### src/rtl/core/ffra_pkg.sv
`default_nettype none
// ----------------------------------------------------------------------------
// ffra_pkg
// Shared types and field widths for the first-fit region allocator.
// ----------------------------------------------------------------------------
package ffra_pkg;

    localparam int OPCODE_W   = 2;
    localparam int SIZE_W     = 8;
    localparam int SLOT_ID_W  = 4;
    localparam int STATUS_W   = 3;
    localparam int START_W    = 7;

    typedef enum logic [OPCODE_W-1:0] {
        OP_ALLOC = 2'd0,
        OP_FREE  = 2'd1,
        OP_QUERY = 2'd2,
        OP_NONE  = 2'd3
    } opcode_t;

    typedef enum logic [STATUS_W-1:0] {
        ST_OK         = 3'd0,
        ST_NO_MEMORY  = 3'd1,
        ST_TABLE_FULL = 3'd2,
        ST_NO_PROCESS = 3'd3,
        ST_BAD_SIZE   = 3'd4
    } status_t;

    typedef enum logic [2:0] {
        S_CLEAR,
        S_IDLE,
        S_FIND,
        S_SCAN,
        S_MARK,
        S_SLOT_RD,
        S_RELEASE,
        S_DONE
    } state_t;

endpackage
`default_nettype wire

### src/rtl/core/ffra_if.sv
`default_nettype none
// ----------------------------------------------------------------------------
// ffra_if
// Request and response channels of the region allocator (valid/ready).
// ----------------------------------------------------------------------------
interface ffra_req_if;
    import ffra_pkg::*;

    logic                 valid;
    logic                 ready;
    logic [OPCODE_W-1:0]  opcode;
    logic [SIZE_W-1:0]    request_size;
    logic [SLOT_ID_W-1:0] slot_id;

    modport source (output valid, output opcode, output request_size, output slot_id,
                    input ready);
    modport sink   (input valid, input opcode, input request_size, input slot_id,
                    output ready);
endinterface

interface ffra_rsp_if;
    import ffra_pkg::*;

    logic                 valid;
    logic                 ready;
    logic [STATUS_W-1:0]  status;
    logic [SLOT_ID_W-1:0] granted_slot;
    logic [START_W-1:0]   region_start;
    logic [SIZE_W-1:0]    region_size;

    modport source (output valid, output status, output granted_slot,
                    output region_start, output region_size, input ready);
    modport sink   (input valid, input status, input granted_slot,
                    input region_start, input region_size, output ready);
endinterface
`default_nettype wire

### src/rtl/core/ffra_unit_map.sv
`default_nettype none
// ----------------------------------------------------------------------------
// ffra_unit_map
// Used-bit memory of the allocation units: one write port, one registered
// read port.
// ----------------------------------------------------------------------------
module ffra_unit_map #(
    parameter int DEPTH  = 128,
    parameter int ADDR_W = 7
) (
    input  wire logic              clk,
    input  wire logic              we,
    input  wire logic [ADDR_W-1:0] waddr,
    input  wire logic              wdata,
    input  wire logic [ADDR_W-1:0] raddr,
    output logic                   rdata
);

    logic used_mem [DEPTH];

    always_ff @(posedge clk)
    begin
        if (we)
        begin
            used_mem[waddr] <= wdata;
        end
    end

    always_ff @(posedge clk)
    begin
        rdata <= used_mem[raddr];
    end

endmodule
`default_nettype wire

### src/rtl/core/first_fit_region_allocator.sv
`default_nettype none
// ----------------------------------------------------------------------------
// first_fit_region_allocator
// Contiguous first-fit allocator over a unit used-bit map with a small
// process slot table: allocate, free and query one word at a time.
// ----------------------------------------------------------------------------
//  channel  dir  word fields
//  req      in   opcode, request_size, slot_id
//  rsp      out  status, granted_slot, region_start, region_size
//
//  after reset the unit map is swept clear, unit by unit, with req.ready low
//  allocate: a slot search over the table, then a map scan (one unit a cycle
//  on the map read port), then marking of size units; free reads the slot
//  entry and then clears its units, query only reads it; rejects go to S_DONE
//  one word in flight; the result is held in registers until rsp.ready,
//  and req.ready rises again the cycle after it is taken
// ----------------------------------------------------------------------------
module first_fit_region_allocator #(
    parameter int MEM_UNITS = 128,
    parameter int MAX_SLOTS = 16
) (
    input  wire logic   clk,
    input  wire logic   rst_n,
    ffra_req_if.sink    req,
    ffra_rsp_if.source  rsp
);
    import ffra_pkg::*;

    localparam int UNIT_W  = $clog2(MEM_UNITS);
    localparam int CNT_W   = $clog2(MEM_UNITS + 1);
    localparam int SLOT_W  = (MAX_SLOTS > 1) ? $clog2(MAX_SLOTS) : 1;
    localparam int CMP_W   = (CNT_W > SIZE_W) ? CNT_W : SIZE_W;
    localparam int SCMP_W  = (SLOT_W + 1 > SLOT_ID_W) ? SLOT_W + 1 : SLOT_ID_W;
    localparam int ENTRY_W = UNIT_W + CNT_W;

    state_t state_reg, state_next;

    logic [OPCODE_W-1:0]  op_reg, op_next;
    logic [SIZE_W-1:0]    size_reg, size_next;
    logic [SLOT_W-1:0]    slot_idx_reg, slot_idx_next;
    logic [CNT_W-1:0]     scan_addr_reg, scan_addr_next;
    logic                 pend_reg, pend_next;
    logic [UNIT_W-1:0]    pend_addr_reg, pend_addr_next;
    logic [CNT_W-1:0]     run_reg, run_next;
    logic [UNIT_W-1:0]    mark_addr_reg, mark_addr_next;
    logic [UNIT_W-1:0]    base_reg, base_next;
    logic [CNT_W-1:0]     rem_reg, rem_next;
    logic [MAX_SLOTS-1:0] used_reg, used_next;

    status_t              res_status_reg, res_status_next;
    logic [SLOT_ID_W-1:0] res_slot_reg, res_slot_next;
    logic [START_W-1:0]   res_start_reg, res_start_next;
    logic [SIZE_W-1:0]    res_size_reg, res_size_next;

    // unit map ports
    logic              map_we;
    logic [UNIT_W-1:0] map_waddr;
    logic              map_wdata;
    logic [UNIT_W-1:0] map_raddr;
    logic              map_rdata;

    // slot table memory: {start, size}
    logic [ENTRY_W-1:0] slot_mem [MAX_SLOTS];
    logic               slot_we;
    logic [ENTRY_W-1:0] slot_wdata;
    logic               slot_re;
    logic [SLOT_W-1:0]  slot_raddr;
    logic [ENTRY_W-1:0] slot_rdata_reg;
    logic [UNIT_W-1:0]  rd_start;
    logic [CNT_W-1:0]   rd_size;

    logic             accept;
    logic             bad_size;
    logic             slot_absent;
    logic             slot_idle;
    logic             slot_free_here;
    logic             slot_last;
    logic [CNT_W-1:0] run_inc;
    logic             hit;
    logic             scan_last;
    logic [CNT_W-1:0] hit_start;

    ffra_unit_map #(
        .DEPTH  (MEM_UNITS),
        .ADDR_W (UNIT_W)
    ) u_unit_map (
        .clk   (clk),
        .we    (map_we),
        .waddr (map_waddr),
        .wdata (map_wdata),
        .raddr (map_raddr),
        .rdata (map_rdata)
    );

    assign accept      = req.valid && (state_reg == S_IDLE);
    assign bad_size    = (req.request_size == '0)
                      || (CMP_W'(req.request_size) > CMP_W'(MEM_UNITS));
    assign slot_absent = SCMP_W'(req.slot_id) >= SCMP_W'(MAX_SLOTS);
    assign slot_idle   = slot_absent || !used_reg[SLOT_W'(req.slot_id)];

    assign slot_free_here = !used_reg[slot_idx_reg];
    assign slot_last      = slot_idx_reg == SLOT_W'(MAX_SLOTS - 1);

    // run evaluation on the unit read back this cycle
    assign run_inc   = run_reg + CNT_W'(1);
    assign hit       = pend_reg && !map_rdata && (CMP_W'(run_inc) == CMP_W'(size_reg));
    assign scan_last = pend_reg && (pend_addr_reg == UNIT_W'(MEM_UNITS - 1));
    assign hit_start = CNT_W'(pend_addr_reg) + CNT_W'(1) - CNT_W'(size_reg);

    assign rd_start = slot_rdata_reg[ENTRY_W-1:CNT_W];
    assign rd_size  = slot_rdata_reg[CNT_W-1:0];

    // next state
    always_comb
    begin
        state_next = state_reg;
        case (state_reg)
            S_CLEAR:
            begin
                if (scan_addr_reg == CNT_W'(MEM_UNITS - 1))
                begin
                    state_next = S_IDLE;
                end
            end
            S_IDLE:
            begin
                if (req.valid)
                begin
                    case (req.opcode)
                        OP_ALLOC: state_next = bad_size ? S_DONE : S_FIND;
                        OP_FREE,
                        OP_QUERY: state_next = slot_idle ? S_DONE : S_SLOT_RD;
                        default:  state_next = S_DONE;
                    endcase
                end
            end
            S_FIND:
            begin
                if (slot_free_here)
                begin
                    state_next = S_SCAN;
                end
                else if (slot_last)
                begin
                    state_next = S_DONE;
                end
            end
            S_SCAN:
            begin
                if (hit)
                begin
                    state_next = S_MARK;
                end
                else if (scan_last)
                begin
                    state_next = S_DONE;
                end
            end
            S_MARK:
            begin
                if (rem_reg == CNT_W'(1))
                begin
                    state_next = S_DONE;
                end
            end
            S_SLOT_RD:
            begin
                state_next = (op_reg == OP_FREE) ? S_RELEASE : S_DONE;
            end
            S_RELEASE:
            begin
                if (rem_reg == CNT_W'(1))
                begin
                    state_next = S_DONE;
                end
            end
            S_DONE:
            begin
                if (rsp.ready)
                begin
                    state_next = S_IDLE;
                end
            end
            default:
            begin
                state_next = S_IDLE;
            end
        endcase
    end

    // datapath and memory controls
    always_comb
    begin
        op_next         = op_reg;
        size_next       = size_reg;
        slot_idx_next   = slot_idx_reg;
        scan_addr_next  = scan_addr_reg;
        pend_next       = 1'b0;
        pend_addr_next  = pend_addr_reg;
        run_next        = run_reg;
        mark_addr_next  = mark_addr_reg;
        base_next       = base_reg;
        rem_next        = rem_reg;
        used_next       = used_reg;
        res_status_next = res_status_reg;
        res_slot_next   = res_slot_reg;
        res_start_next  = res_start_reg;
        res_size_next   = res_size_reg;

        map_we     = 1'b0;
        map_waddr  = mark_addr_reg;
        map_wdata  = 1'b0;
        map_raddr  = scan_addr_reg[UNIT_W-1:0];
        slot_we    = 1'b0;
        slot_wdata = {base_reg, CNT_W'(size_reg)};
        slot_re    = 1'b0;
        slot_raddr = SLOT_W'(req.slot_id);

        case (state_reg)
            S_CLEAR:
            begin
                map_we         = 1'b1;
                map_waddr      = scan_addr_reg[UNIT_W-1:0];
                scan_addr_next = scan_addr_reg + CNT_W'(1);
            end
            S_IDLE:
            begin
                if (accept)
                begin
                    op_next         = req.opcode;
                    size_next       = req.request_size;
                    res_status_next = ST_OK;
                    res_slot_next   = '0;
                    res_start_next  = '0;
                    res_size_next   = '0;
                    case (req.opcode)
                        OP_ALLOC:
                        begin
                            slot_idx_next = '0;
                            if (bad_size)
                            begin
                                res_status_next = ST_BAD_SIZE;
                            end
                        end
                        OP_FREE,
                        OP_QUERY:
                        begin
                            slot_idx_next = SLOT_W'(req.slot_id);
                            res_slot_next = req.slot_id;
                            if (slot_idle)
                            begin
                                res_status_next = ST_NO_PROCESS;
                            end
                            else
                            begin
                                slot_re = 1'b1;
                            end
                        end
                        default:
                        begin
                            res_status_next = ST_OK;
                        end
                    endcase
                end
            end
            S_FIND:
            begin
                if (slot_free_here)
                begin
                    scan_addr_next = '0;
                    run_next       = '0;
                end
                else if (slot_last)
                begin
                    res_status_next = ST_TABLE_FULL;
                end
                else
                begin
                    slot_idx_next = slot_idx_reg + SLOT_W'(1);
                end
            end
            S_SCAN:
            begin
                // issue one unit read a cycle, judge the one read last cycle
                if (scan_addr_reg < CNT_W'(MEM_UNITS))
                begin
                    pend_next      = 1'b1;
                    pend_addr_next = scan_addr_reg[UNIT_W-1:0];
                    scan_addr_next = scan_addr_reg + CNT_W'(1);
                end
                if (pend_reg)
                begin
                    run_next = map_rdata ? '0 : run_inc;
                end
                if (hit)
                begin
                    mark_addr_next  = hit_start[UNIT_W-1:0];
                    base_next       = hit_start[UNIT_W-1:0];
                    rem_next        = CNT_W'(size_reg);
                    res_status_next = ST_OK;
                    res_slot_next   = SLOT_ID_W'(slot_idx_reg);
                    res_start_next  = START_W'(hit_start);
                    res_size_next   = size_reg;
                end
                else if (scan_last)
                begin
                    res_status_next = ST_NO_MEMORY;
                end
            end
            S_MARK:
            begin
                map_we         = 1'b1;
                map_wdata      = 1'b1;
                mark_addr_next = mark_addr_reg + UNIT_W'(1);
                rem_next       = rem_reg - CNT_W'(1);
                if (rem_reg == CNT_W'(1))
                begin
                    slot_we                 = 1'b1;
                    used_next[slot_idx_reg] = 1'b1;
                end
            end
            S_SLOT_RD:
            begin
                res_status_next = ST_OK;
                res_start_next  = START_W'(rd_start);
                res_size_next   = SIZE_W'(rd_size);
                if (op_reg == OP_FREE)
                begin
                    mark_addr_next          = rd_start;
                    rem_next                = rd_size;
                    used_next[slot_idx_reg] = 1'b0;
                end
            end
            S_RELEASE:
            begin
                map_we         = 1'b1;
                map_wdata      = 1'b0;
                mark_addr_next = mark_addr_reg + UNIT_W'(1);
                rem_next       = rem_reg - CNT_W'(1);
            end
            S_DONE:
            begin
                map_we = 1'b0;
            end
            default:
            begin
                map_we = 1'b0;
            end
        endcase
    end

    always_ff @(posedge clk or negedge rst_n)
    begin
        if (!rst_n)
        begin
            state_reg     <= S_CLEAR;
            scan_addr_reg <= '0;
            pend_reg      <= 1'b0;
            used_reg      <= '0;
        end
        else
        begin
            state_reg     <= state_next;
            scan_addr_reg <= scan_addr_next;
            pend_reg      <= pend_next;
            used_reg      <= used_next;
        end
    end

    always_ff @(posedge clk)
    begin
        op_reg         <= op_next;
        size_reg       <= size_next;
        slot_idx_reg   <= slot_idx_next;
        pend_addr_reg  <= pend_addr_next;
        run_reg        <= run_next;
        mark_addr_reg  <= mark_addr_next;
        base_reg       <= base_next;
        rem_reg        <= rem_next;
        res_status_reg <= res_status_next;
        res_slot_reg   <= res_slot_next;
        res_start_reg  <= res_start_next;
        res_size_reg   <= res_size_next;
    end

    always_ff @(posedge clk)
    begin
        if (slot_we)
        begin
            slot_mem[slot_idx_reg] <= slot_wdata;
        end
    end

    always_ff @(posedge clk)
    begin
        if (slot_re)
        begin
            slot_rdata_reg <= slot_mem[slot_raddr];
        end
    end

    assign req.ready        = (state_reg == S_IDLE);
    assign rsp.valid        = (state_reg == S_DONE);
    assign rsp.status       = res_status_reg;
    assign rsp.granted_slot = res_slot_reg;
    assign rsp.region_start = res_start_reg;
    assign rsp.region_size  = res_size_reg;

endmodule
`default_nettype wire

### src/flat_wrapper.sv
// flat-port wrapper written by rule: the top's interface ports become plain ports
module first_fit_region_allocator_flat import ffra_pkg::*;
#(
    parameter int MEM_UNITS = 128,
    parameter int MAX_SLOTS = 16
)
  (clk, rst_n, req_valid, req_opcode, req_request_size, req_slot_id, req_ready, rsp_valid, rsp_status, rsp_granted_slot, rsp_region_start, rsp_region_size, rsp_ready);
  ffra_req_if req_i ();
  ffra_rsp_if rsp_i ();
  input  wire logic clk;
  input  wire logic rst_n;
  input wire logic [$bits(req_i.valid)-1:0] req_valid;
  input wire logic [$bits(req_i.opcode)-1:0] req_opcode;
  input wire logic [$bits(req_i.request_size)-1:0] req_request_size;
  input wire logic [$bits(req_i.slot_id)-1:0] req_slot_id;
  output wire logic [$bits(req_i.ready)-1:0] req_ready;
  output wire logic [$bits(rsp_i.valid)-1:0] rsp_valid;
  output wire logic [$bits(rsp_i.status)-1:0] rsp_status;
  output wire logic [$bits(rsp_i.granted_slot)-1:0] rsp_granted_slot;
  output wire logic [$bits(rsp_i.region_start)-1:0] rsp_region_start;
  output wire logic [$bits(rsp_i.region_size)-1:0] rsp_region_size;
  input wire logic [$bits(rsp_i.ready)-1:0] rsp_ready;
  assign req_i.valid = req_valid;
  assign req_i.opcode = req_opcode;
  assign req_i.request_size = req_request_size;
  assign req_i.slot_id = req_slot_id;
  assign req_ready = req_i.ready;
  assign rsp_valid = rsp_i.valid;
  assign rsp_status = rsp_i.status;
  assign rsp_granted_slot = rsp_i.granted_slot;
  assign rsp_region_start = rsp_i.region_start;
  assign rsp_region_size = rsp_i.region_size;
  assign rsp_i.ready = rsp_ready;
  first_fit_region_allocator #(.MEM_UNITS(MEM_UNITS), .MAX_SLOTS(MAX_SLOTS)) u_core (.clk(clk), .rst_n(rst_n), .req(req_i), .rsp(rsp_i));
endmodule
### config.mk
export PLATFORM = sky130hd
export DESIGN_NAME = first_fit_region_allocator_flat
export DESIGN_NICKNAME = d
export VERILOG_FILES = /design/src/rtl/core/ffra_pkg.sv /design/src/rtl/core/ffra_if.sv /design/src/rtl/core/ffra_unit_map.sv /design/src/rtl/core/first_fit_region_allocator.sv /design/src/flat_wrapper.sv
export SDC_FILE = /design/constraint.sdc
export NUM_CORES = 1
export LEC_CHECK = 0
export ABC_AREA = 1
export BUFFER_PORTS_ARGS = -buffer_cell sky130_fd_sc_hd__clkbuf_2
export CAP_MARGIN = 20
export CELL_PAD_IN_SITES_DETAIL_PLACEMENT = 2
export CELL_PAD_IN_SITES_GLOBAL_PLACEMENT = 2
export CORE_UTILIZATION = 30
export CTS_BUF_LIST = sky130_fd_sc_hd__clkbuf_16
export DETAILED_ROUTE_END_ITERATION = 16
export PLACE_DENSITY_LB_ADDON = 0.1
export SLEW_MARGIN = 30
export SYNTH_ARGS = -nofsm -noshare
export SYNTH_HDL_FRONTEND = slang
export SYNTH_SLANG_ARGS = --single-unit
### constraint.sdc
create_clock -name clk -period 5.7 [get_ports clk]
set_input_delay 0.285 -clock clk [delete_from_list [all_inputs] [get_ports clk]]
set_output_delay 0.285 -clock clk [all_outputs]
set_load 0.02 [all_outputs]
Word-level counts from Yosys, hierarchy flattened:

Memory sizes are Yosys's and may differ from the RTL's. A register that Yosys moved wholly into a read port is not among the register bits.
Cells that the tools add are included.

* bits in registers: 101
* memory bits (writable): 368
* input bits: 18
* output and inout bits: 24
* word-level logic and storage cells: 169
* memories: 2

* add/subtract/negate cells: 7
* order comparisons: 5
* eq/ne operators: 32
* mux-type cells: 71
* bitwise operators: 3
* reductions and logical operators: 33

Memories
* u_core.slot_mem: depth 16, width 15, read ports 1, clocked after memory_dff 1, write ports 1, line first_fit_region_allocator.sv:63 `logic [ENTRY_W-1:0] slot_mem [MAX_SLOTS];`
* u_core.u_unit_map.used_mem: depth 128, width 1, read ports 1, clocked after memory_dff 1, write ports 1, line ffra_unit_map.sv:19 `logic used_mem [DEPTH];`

Operator list (count)
* one-hot mux 8 bit (3 select lines): 3
* two-way mux 8 bit: 7
* two-way mux 3 bit: 15
* one-hot mux 7 bit (3 select lines): 2
* two-way mux 16 bit: 2
* one-hot mux 16 bit (2 select lines): 1
* two-way mux 7 bit: 4
* two-way mux 4 bit: 6
* one-hot mux 4 bit (2 select lines): 3
* != test 2 x 1 -> 1 bit (second input constant): 11
* one-hot mux 3 bit (7 select lines): 1
* two-way mux 1 bit: 18
* AND reduction 3 bit: 6
* adder 8 x 1 -> 8 bit (second input constant): 2
* bitwise AND 16 bit: 1
* inverter 16 bit: 1
* bitwise OR 16 bit: 1
* one-hot mux 8 bit (2 select lines): 1
* adder 7 x 1 -> 7 bit (second input constant): 2
* == test 3 bit (second input constant): 4
* one-hot mux 3 bit (2 select lines): 2
* one-hot mux 3 bit (4 select lines): 1
* less-than comparator 4 x 5 -> 1 bit (second input constant): 2
* AND reduction 5 bit: 2
* 34 further kinds: 53

Longest topological paths before layout:

Gate-level depths: netlist (run 1).

* word-level depth: 8
* depth in mapped cells: 15
* depth with buffers taken out: 15

Hierarchy:

From an unflattened synthesis (run 1), not the netlist that was laid out.

* cells, all modules: 1956
* area total of the unflattened synthesis: 21622.0 µm²

Modules (own cells, without submodules)
* first_fit_region_allocator: instances 1, cells each 1336, area an instance 15695.1 µm², seq. area each 10550.1 µm²
* ffra_unit_map: instances 1, cells each 620, area an instance 5926.9 µm², seq. area each 3863.7 µm²

Worst setup path after synthesis (run 1):

OpenSTA, ideal clock, no wires.

* path type: register to register
* start: register u_core.run_reg[0]
* end: register u_core.mark_addr_reg[0] (enable)
* setup time: 0.386 ns
* arrival time: 2.475 ns
* data required time: 5.314 ns
* path slack: 2.839 ns
* stages on the path, launching flop included: 12
* buffers on the path: 0
* clock period less this slack: 2.861 ns
* cell sequence: edfxtp_1 ha_1 nand3_1 o21ai_0 nand2_1 nand2_1 nand2_1 nor2_1 nand3_1 nor2_1 nor2_1 nor2_1

* longest elaborated chain between the ends: 5

Ends and longest elaborated chain
* start: declaration: line first_fit_region_allocator.sv:44 `logic [CNT_W-1:0] run_reg, run_next;`
* start signal: assignment: line first_fit_region_allocator.sv:376 `run_reg <= run_next;`
* adder 8 x 1 -> 8 bit: line first_fit_region_allocator.sv:105 `assign run_inc = run_reg + CNT_W'(1);`
* == test 8 bit: line first_fit_region_allocator.sv:106 `assign hit = pend_reg && !map_rdata && (CMP_W'(run_inc) == CMP_W'(size_reg));`
* logical AND 1 bit: line first_fit_region_allocator.sv:106
* != test 2 x 1 -> 1 bit (no line)
* AND reduction 3 bit (no line)
* end signal: assignment: line first_fit_region_allocator.sv:377 `mark_addr_reg <= mark_addr_next;`
* end: declaration: line first_fit_region_allocator.sv:45 `logic [UNIT_W-1:0] mark_addr_reg, mark_addr_next;`

Every way passes these cells.
A chain may end at the register's enable or synchronous reset.

Worst setup path after layout (run 1):

* start: register u_core.run_reg[0]
* end: register u_core.mark_addr_reg[1] (enable)

The elaborated chain is that of the path after synthesis.

==> metrics, run 1 <==
crit-path max cell delay approximately 0.7 ns; initial antenna violation count 2; Area Overhead vs Synth 15.3%; Iter 0 DRT Violations 988; post-synthesis sequential area ratio 0.673; post-synth top area share 0.640; PD cells around 480 nW/µm²; post_cts resized 0; H-tree Lvls 2; Post-Syn Area around 21000 µm²; vias per cell around 5.1; final net count 2025; FF+latch count, synth around 490; Synth area leader edfxtp_1; Die ar. ~72000 µm²; leakage power ~8.5 nW; Crit Path Category reg -> reg; Root Buffer clkbuf_16; largest net degree at the start of global routing between 80 and 90; Worst VDD drop between 0.2 and 0.25 mV; RSZ-0062 raised after global routing no; Post-Synthesis Net Count between 1500 and 2000; fin crit share 0.560; die height between 200 and 300 µm; most used cell, CP nor2_1; critical path data required time roughly 6 ns; Worst-path clk slew roughly 0.060 ns; # DRC 0; via count about 15000; FF-to-FF path depth 12; RePlAce Congestion roughly 0.8; FILL cells about 7400; Worst Skew about 0.027 ns; most frequent cells after synthesis 456 x edfxtp_1, 416 x nor2_1, 247 x o21ai_0, 230 x nand2_1, 121 x inv_1; final setup vio count 0; CTS Buffer Depth 3; CP bufs+invs 1; relative slew slack 0.357; Routed WL around 74 mm; number of flip-flops in the largest register 240; final hold viol count 0; share of cells above drive strength 1 0.103; Initial Util 0.305; CORE AREA approximately 70000 µm²; number of buffers created by CTS 57; DPL Wire Length roughly 46 mm; Min Hold Slack between 0.09 and 0.1 ns; slowest CP cell nor2_1; area post-placement between 20000 and 25000 µm²; count leader, synth edfxtp_1; io pins 42; Post-DRT Antenna Nets 0; largest cells by area after synthesis edfxtp_1 64%, nor2_1 7.3%, o21ai_0 5.8%, nand2_1 4.0%, dfrtp_1 3.3%; syn_area_per_cell between 10 and 15 µm²; Tmin final around 3.2 ns; Final Max Slew Viols 0; CP Depth 12; TritonRoute pass-1 iters 5; number of global-route vias before repair between 15000 and 20000; CTS tree yes; Ys Warns 0; maxcap violations 0; Ant. Diodes 0; synth unique cells 46; critical path endpoint category register; global-route wire length before repair 110 mm; Design Area, Final about 25000 µm²; Synth async-reset ratio 0.0577; worst path cell trace ha_1 > nand3_1 > o21ai_0 > nand2_1 > nand2_1 > nand2_1 > nor2_1 > nand3_1 > nor2_1 > nor2_1 > nor2_1 > buf_4; Finished Layout Cells 2970; CTS Sinks about 490; clk_lat worst skew about 0.64 ns; setup_tns 0 ns; critical path's top delay family simple AND/OR/NAND/NOR gates; Top FF cell, synth edfxtp_1; Std-Cell Rows 97; final core utilization 0.351; outcome finished clean; GRT Total Usage 0.203; EDFF count, synth 456; I/O Buffers around 40; grt ovf 0; actual slew at the worst max-slew pin a little under 1 ns; Placed Cells incl. Taps 2854; maximum operating frequency 313 MHz; hold depth 4; die width about 270 µm; drt wl/cell approximately 25 µm; Min-Delay Path Class in -> reg; Syn Inst Count between 1500 and 2000; critical path arrival roughly 3.5 ns; startpoint types register; Worst Path Max Fanout 15
logic make-up (layout without fill, tap and decap cells):
group / count (synthesis) / count (layout) / synth area share
DFF: 485 / 485 / 0.673
xor gates and xnor gates: 14 / 14 / 0.00573
buffers and inverters: 233 / 317 / 0.0425
AOI/OAI and AO/OA: 426 / 426 / 0.120
adders and majority gates: 23 / 23 / 0.0138
and+or+nand+nor: 765 / 765 / 0.145
report_power, final:
part / internal [W] / switching, W
Clock: 0.00214 / 0.00156
Combinational: 0.000799 / 0.00250
Sequential: 0.00441 / 0.000324
cells in the final DEF (no fill, tap or decap), drive strengths merged, types with 2 or more instances in the layout:
| master | instances |
|---|---|
| o31ai | 5 |
| a21oi | 21 |
| o221ai | 57 |
| nand2 | 231 |
| nand3 | 78 |
| o21ai | 255 |
| clkinvlp | 2 |
| o211ai | 38 |
| nand4 | 8 |
| o22ai | 44 |
| nor4 | 3 |
| dfrtp | 28 |
| dlygate4sd3 | 11 |
| inv | 141 |
| nor3 | 11 |
| ha | 22 |
| or2 | 6 |
| xor2 | 13 |
| nor2 | 425 |
| clkinv | 31 |
| buf | 29 |
| bufinv | 7 |
| edfxtp | 456 |
| clkbuf | 96 |
per-layer routing:
metal,vias up,wire length (µm),share of wire,GRT usage
met2,249,32500,0.44,0.310
li1,6991,-,-,-
met4,0,1490,0.020,0.0496
met5,-,0,0,0
met1,7963,36900,0.50,0.304
met3,88,2640,0.036,0.0264
final cells by class:
class	instances	area [µm²]	area share
sequential	485	14400	0.584
timing repair buffer	79	524	0.0212
inverter	133	503	0.0204
clock buffer	57	1430	0.0578
tap	940	1180	0.0477
clock inverter	48	438	0.0177
multi-input combinational	1228	6200	0.251
through the flow:
step	total power [W]	setup slack, ns
2_1_floorplan	0.00672	2.84
3_3_place_gp	0.00805	2.46
3_5_place_dp	0.00812	2.49
4_1_cts	0.0119	2.48
5_1_grt	0.0123	2.17
6_report	0.0117	2.51
worst register-to-register path: stages, from the launching register on:
cell and delay (ns):
edfxtp_1 0.45, ha_1 0.24, nand3_1 0.13, o21ai_0 0.35
nand2_1 0.17, nand2_1 0.09, nand2_1 0.06, nor2_1 0.10
nand3_1 0.14, nor2_1 0.68, nor2_1 0.08, nor2_1 0.12
buf_4 0.26
worst paths after layout:
kind	start	to	slack, ns
worst max register to register	u_core.run_reg[0]$_SDFFCE_PP0P_	u_core.mark_addr_reg[1]$_DFFE_PP_	2.51
worst min-delay path	rsp_ready	u_core.state_reg[2]$_DFFE_PN0P_	0.1
max in group asynchronous	rst_n	u_core.scan_addr_reg[0]$_DFFE_PN0P_	4.84
worst max-delay path	u_core.run_reg[0]$_SDFFCE_PP0P_	u_core.mark_addr_reg[1]$_DFFE_PP_	2.51
worst min register to register	register	register	0.52
min in group asynchronous	rst_n	u_core.pend_reg$_DFF_PN0_	0.29
repair_timing:
action                                 CTS  global route
endpoints found under the hold margin   38             0
buffers inserted                         0             0
hold buffers                            11             0
Power figures use the tool's default switching activity.
==> run 2: changes to the inputs <==
--- a/config.mk
+++ b/config.mk
@@ -5,7 +5,7 @@
 export SDC_FILE = /design/constraint.sdc
 export NUM_CORES = 1
 export LEC_CHECK = 0
-export ABC_AREA = 1
+export ABC_AREA = 0
 export BUFFER_PORTS_ARGS = -buffer_cell sky130_fd_sc_hd__clkbuf_2
 export CAP_MARGIN = 20
 export CELL_PAD_IN_SITES_DETAIL_PLACEMENT = 2
==> constraint.sdc (replaced) <==
create_clock -name clk -period 2.7 [get_ports clk]
set_input_delay 0.135 -clock clk [delete_from_list [all_inputs] [get_ports clk]]
set_output_delay 0.135 -clock clk [all_outputs]
set_load 0.02 [all_outputs]
==> run 2 against run 1 <==
Synthesized cell count down 30%. Critical path depth fell by 2. Register-to-register slack lost 2.4 ns. Utilization rose by 1.9 points. Cell area grew 3.7%. Non-clock buffer count rose by 98. Wire length shrank 13%. Clock skew up 0.0012 ns. Sequential cell count unchanged. Combinational power fell by 89%. Critical endpoint is now u_core.mark_addr_reg[5]$_DFFE_PP_. Highest routed layer unchanged.
==> metrics, run 2 <==
CTS tree yes; H-tree Lvls 2 (unchanged); most common cell after layout, fill and taps aside edfxtp_1; count leader, synth edfxtp_1; maxcap violations 0 (unchanged); Root Buffer clkbuf_16; Die ar. 71400 µm² (-1.4%); Worst Path Max Fanout 3 (-12); worst r2r src u_core.size_reg[1]$_DFFE_PP_; actual slew at the worst max-slew pin 0.902 ns (-0.0620 ns); die height 267 µm (-0.72%); CORE AREA 69100 µm² (-1.7%); setup_tns 0 ns (unchanged); Post-Synthesis Net Count 1396 (-30%); largest cells by area after synthesis edfxtp_1 65%, mux4_2 12%, dfrtp_1 3.3%, nor2_1 3.2%, nand2_1 1.8%; critical path arrival 2.97 ns (-0.53 ns); Worst R2R Setup Slack 0.07 ns (-2.44 ns); maximum operating frequency 380 MHz (+21%); final hold viol count 0 (unchanged); post-synthesis simple-gate area fraction 0.0886 (-0.0565); clk_lat worst skew 0.64 ns (about the same); leakage power 8.50 nW (-0.35%); startpoint types register; grt ovf 0 (unchanged); Synth area leader edfxtp_1; Ant. Diodes 0 (unchanged); setup ws final 0.0699 ns (-2.44 ns); Final Max Slew Viols 0 (unchanged); outcome finished clean; drt wl/cell 25.5 µm (+3.1%); Ys Warns 0 (unchanged); Syn Inst Count 1355 (-30%); I/O Buffers 41 (unchanged); FF-to-FF path depth 10 (-2); Placement Setup Slack -0.0990 ns (-2.58 ns); DPL Wire Length 43.5 mm (-6.5%); Placed Cells incl. Taps 2374 (-17%); Tmin final 2.63 ns (-0.560 ns); Crit Path Category reg -> reg; initial antenna violation count 4 (+2); syn_area_per_cell 15.6 µm² (+42%); Initial Util 0.306 (+0.000859); Worst-path clk slew 0.06 ns (about the same); fin crit share 0.974 (+0.414); io pins 42 (unchanged); CTS Buffer Depth 3 (unchanged); number of buffers created by CTS 56 (-1.8%); crit path capture u_core.mark_addr_reg[5]$_DFFE_PP_; TritonRoute pass-1 iters 5 (unchanged); FF+latch count, synth 485 (unchanged); critical path data required time 3.04 ns (-2.97 ns); number of flip-flops in the largest register 240 (unchanged); Synth async-reset ratio 0.0577 (unchanged); PD cells 634 nW/µm² (+33%); Adder-Cell Fraction of Synth Area 0.0140 (+0.000201); relative slew slack 0.399 (+0.0420); RSZ-0062 raised after global routing yes; final net count 1557 (-23%); share of cells above drive strength 1 0.259 (+0.156); largest net degree at the start of global routing 130 (+48%); number of global-route vias before repair 13814 (-16%); Std-Cell Rows 96 (-1.0%); Finished Layout Cells 2493 (-16%); Worst Skew 0.0281 ns (+0.00122 ns); Top FF cell, synth edfxtp_1; RePlAce Congestion 0.807 (+3.4%); global-route wire length before repair 95.0 mm (-14%); commonest non-fill, non-tap cells in the layout 456 x edfxtp_1, 164 x nor2_1, 111 x mux4_2; post-synthesis xor/xnor area fraction 0.0133 (+0.00755); most frequent cells after synthesis 456 x edfxtp_1, 179 x nor2_1, 111 x mux4_2, 101 x nand2_1, 74 x o21ai_0; CTS Sinks 485 (unchanged); Min-Delay Path Class in -> reg; crit path from u_core.size_reg[1]$_DFFE_PP_; Iter 0 DRT Violations 959 (-2.9%); Post-Syn Area 21100 µm² (-1.4%); largest family of logic cells by synthesized area multiplexers; # DRC 0 (unchanged); post-synth top area share 0.649 (+0.00933); die width 267 µm (-0.72%); critical path endpoint category register; Area Overhead vs Synth 21.3%; Post-DRT Antenna Nets 0 (unchanged); final setup vio count 0 (unchanged); Routed WL 63.7 mm (-13%); r2r endpoint u_core.mark_addr_reg[5]$_DFFE_PP_; Compound-Gate Fraction of Synth Area 0.0557 (-0.0639); GRT Total Usage 0.183 (-0.0199); vias per cell 5.04 (-2.0%); EDFF count, synth 456 (unchanged); post-synthesis mux area share 0.126 (+0.126); Worst VDD drop 0.490 mV (+110%); via count 12575 (-18%); post-synthesis sequential area ratio 0.683 (+0.00982); synth unique cells 71 (+54%)
## run 2: changes by cell type in the layout (fill, tap and decap cells not counted), sizes merged, moves of 31 or more
cell,change
buf,+97
nor2,-245
nand3,-52
o22ai,-31
o211ai,-35
mux4,+111
o221ai,-53
o21ai,-179
nand2,-128
inv,-99
## run 2: layout make-up
cell class | count | area (µm²)
fill | 6863 | 43500
clock inverter | 48 | 484
inverter | 26 | 97.6
timing repair buffer | 177 | 1590
clock buffer | 56 | 1400
multi-input combinational | 770 | 6430
sequential | 485 | 14400
tap | 931 | 1160
## run 2: through the flow
stage | util | instance area (µm²) | power (W) | hold slack (ns)
after global routing | 0.371 | 25600 | 0.0167 | 0.103
final | 0.371 | 25600 | 0.0162 | 0.0995
after CTS | 0.370 | 25500 | 0.0165 | 0.0466
after detailed placement | 0.340 | 23500 | 0.00862 | 0.291
after global placement | 0.340 | 23500 | 0.00861 | 0.280
after floorplan | - | 21200 | 0.00847 | -0.161
## run 2: cell families after synthesis
kind of cell	Yosys count
compound gates	181
flops	485
xor+xnor	32
simple gates	407
fa+ha+maj	23
buf+inv	100
mux	127
## run 2: worst min-delay path by stage
stage	startpoint	endpoint	slack (ns)	depth (start not counted)
floorplan	rst_n	async pin	-0.16	0
global placement	rst_n	u_core.state_reg[2]$_DFFE_PN0P_	0.28	1
detailed placement	rst_n	u_core.state_reg[2]$_DFFE_PN0P_	0.29	1
CTS	req_slot_id[2]	u_core.rsp.granted_slot[2]$_DFFE_PP_	0.05	3
global route	req_slot_id[1]	u_core.slot_idx_reg[1]$_DFFE_PP_	0.10	3
finish	req_slot_id[2]	u_core.rsp.granted_slot[2]$_DFFE_PP_	0.1	3
## run 2: worst max-delay path, stage by stage (launching register included)
cell and delay [ns]:
edfxtp_1 0.44, ha_1 0.30, inv_1 0.04, ha_1 0.21, fa_1 0.47, a21o_1 0.17, a21oi_1 0.18, xnor2_1 0.12
a22o_1 0.24, nand2_1 0.07, o221ai_1 0.11
## run 2: per-layer routing
metal  GRT usage  share of wire  vias up
li1            -              -     5586
met1       0.274           0.49     6710
met2       0.280           0.45      203
met3      0.0226          0.032       76
met4      0.0480          0.021        0
met5           0              0        -
## run 2: report_power, final
part	switching, W	internal [W]
Combinational	0.000186	0.000164
Sequential	0	0.00812
Clock	0.00320	0.00456
Total	0.00338	0.0128
## run 2: timing repair
action | in CTS | in global routing
endpoints found under the setup margin | 232 | 116
hold buffers | 12 | 0
gates resized for setup | 7 | 6
pin swaps | 2 | 5
endpoints found under the hold margin | 39 | 0
setup buffers | 2 | 1
==> run 3: changes to the inputs <==
--- a/config.mk
+++ b/config.mk
@@ -10,9 +10,10 @@
 export CAP_MARGIN = 20
 export CELL_PAD_IN_SITES_DETAIL_PLACEMENT = 2
 export CELL_PAD_IN_SITES_GLOBAL_PLACEMENT = 2
-export CORE_UTILIZATION = 30
+export CORE_UTILIZATION = 42
 export CTS_BUF_LIST = sky130_fd_sc_hd__clkbuf_16
 export DETAILED_ROUTE_END_ITERATION = 16
+export MAX_ROUTING_LAYER = met4
 export PLACE_DENSITY_LB_ADDON = 0.1
 export SLEW_MARGIN = 30
 export SYNTH_ARGS = -nofsm -noshare
==> run 3 against run 2 <==
Worst setup slack worse by 0.067 ns. Sequential power about the same. First-iteration DRC count down 20%. Register-to-register slack worse by 0.07 ns. Wire length down 0.47%. Count of clock-buffer cells in the layout down 3. Non-clock buffer count down 9. Highest routed layer unchanged.
==> metrics, run 3 (synthesis gave the netlist of run 2 again) <==
Area Overhead vs Synth 19.5%; most common cell after layout, fill and taps aside edfxtp_1; Die ar. 51100 µm² (-28%); number of global-route vias before repair 14025 (+1.5%); Tmin final 2.70 ns (+0.0671 ns); actual slew at the worst max-slew pin 0.829 ns (-0.0729 ns); DPL Wire Length 44.2 mm (+1.7%); TritonRoute pass-1 iters 5 (unchanged); final net count 1545 (-0.77%); Post-DRT Antenna Nets 0 (unchanged); via count 12699 (+0.99%); I/O Buffers 41 (unchanged); Worst VDD drop 0.653 mV (+33%); number of flip-flops in the largest register 240 (unchanged); Initial Util 0.428 (+0.123); critical path data required time 3.02 ns (-0.02 ns); maxcap violations 0 (unchanged); maximum operating frequency 371 MHz (-2.5%); share of cells above drive strength 1 0.252 (-0.00622); critical path endpoint category register; total power 0.0165 W (+1.8%); initial antenna violation count 0 (-4); FF-to-FF path depth 9 (-1); PD cells 655 nW/µm² (+3.3%); startpoint types register; Design Area, Final 25200 µm² (-1.4%); die width 226 µm (-15%); Std-Cell Rows 81 (-16%); Min-Delay Path Class in -> async; Routed WL 63.4 mm (-0.47%); Worst Skew 0.0471 ns (+0.0190 ns); Crit Path Category reg -> reg; commonest non-fill, non-tap cells in the layout 456 x edfxtp_1, 164 x nor2_1, 111 x mux4_2; RSZ-0062 raised after global routing yes; CTS tree yes; setup ws final 0.00281 ns (-0.0671 ns); clk_lat worst skew 0.64 ns (about the same); leakage power 8.43 nW (-0.85%); # DRC 0 (unchanged); Iter 0 DRT Violations 766 (-20%); outcome finished clean; Final Max Slew Viols 0 (unchanged); fin crit share 0.999 (+0.0248); Worst-path clk slew 0.06 ns (about the same); number of buffers created by CTS 53 (-5.4%); drt wl/cell 28.6 µm (+12%); CORE AREA 49300 µm² (-29%); H-tree Lvls 2 (unchanged); vias per cell 5.74 (+14%); Worst Path Max Fanout 5 (+2); area post-placement 23100 µm² (-1.8%); Placement Setup Slack -0.0627 ns (+0.0364 ns); Root Buffer clkbuf_16; final setup vio count 0 (unchanged); Min Hold Slack 0.134 ns (+0.0343 ns); grt ovf 0 (unchanged); global-route wire length before repair 94.2 mm (-0.89%); final hold viol count 0 (unchanged); largest net degree at the start of global routing 130 (unchanged); critical path arrival 3.02 ns (+0.05 ns); RePlAce Congestion 0.857 (+6.1%); relative slew slack 0.447 (+0.0486); CTS Sinks 485 (unchanged); CTS Buffer Depth 3 (unchanged); die height 226 µm (-15%); setup_tns 0 ns (unchanged); Ant. Diodes 0 (unchanged); io pins 42 (unchanged); GRT Total Usage 0.265 (+0.0820)
run 3: worst max-delay path: stages, from the launching register on:
cell and delay, ns:
edfxtp_1 0.45, ha_4 0.30, xnor2_1 0.11, o2111ai_1 0.12
a2111o_1 0.41, nor4_4 0.30, buf_6 0.17, nor2_2 0.06
a2111oi_2 0.27, buf_4 0.20
run 3: final cells by class:
class,instances,area [µm²]
clock inverters,47,629
repair buffers,168,1520
inverters,26,97.6
multi-input cells,770,6400
well taps,664,831
flip-flops and latches,485,14400
clock buffers,53,1330
fillers,4531,24000
run 3: power breakdown:
part	total, W	switching (W)	internal (W)
logic	0.000322	0.000166	0.000156
clock network	0.00808	0.00314	0.00494
registers	0.00811	0	0.00811
total	0.0165	0.00330	0.0132
run 3: path summary, 6_finish.rpt:
path	from	to	slack [ns]
max	u_core.run_reg[1]$_SDFFCE_PP0P_	u_core.rsp.status[1]$_DFFE_PP_	0.003
min	rst_n	async pin	0.13
max reg2reg	u_core.run_reg[1]$_SDFFCE_PP0P_	u_core.rsp.status[1]$_DFFE_PP_	0.003
min reg2reg	register	register	0.54
max in group asynchronous	rst_n	u_core.scan_addr_reg[0]$_DFFE_PN0P_	1.95
min in group clk	req_slot_id[3]	u_core.slot_idx_reg[3]$_DFFE_PP_	0.19
run 3: per-stage QoR:
step,instances,utilization
after floorplan,1355,-
final,2213,0.512
after global placement,2095,0.468
after global routing,2213,0.512
after CTS,2209,0.511
after detailed placement,2095,0.468
run 3: repair_timing:
action	CTS	global route
endpoints found under the hold margin	41	0
pin swaps	2	7
hold buffers	13	0
endpoints found under the setup margin	163	233
setup buffers	1	4
gates resized for setup	2	6
run 3: layer usage:
| layer | share of wire | GRT usage | vias up |
|---|---|---|---|
| met1 | 0.40 | 0.310 | 6728 |
| met5 | 0 | - | - |
| li1 | - | - | 5550 |
| met2 | 0.53 | 0.461 | 283 |
| met3 | 0.035 | 0.0368 | 138 |
| met4 | 0.041 | 0.109 | 0 |
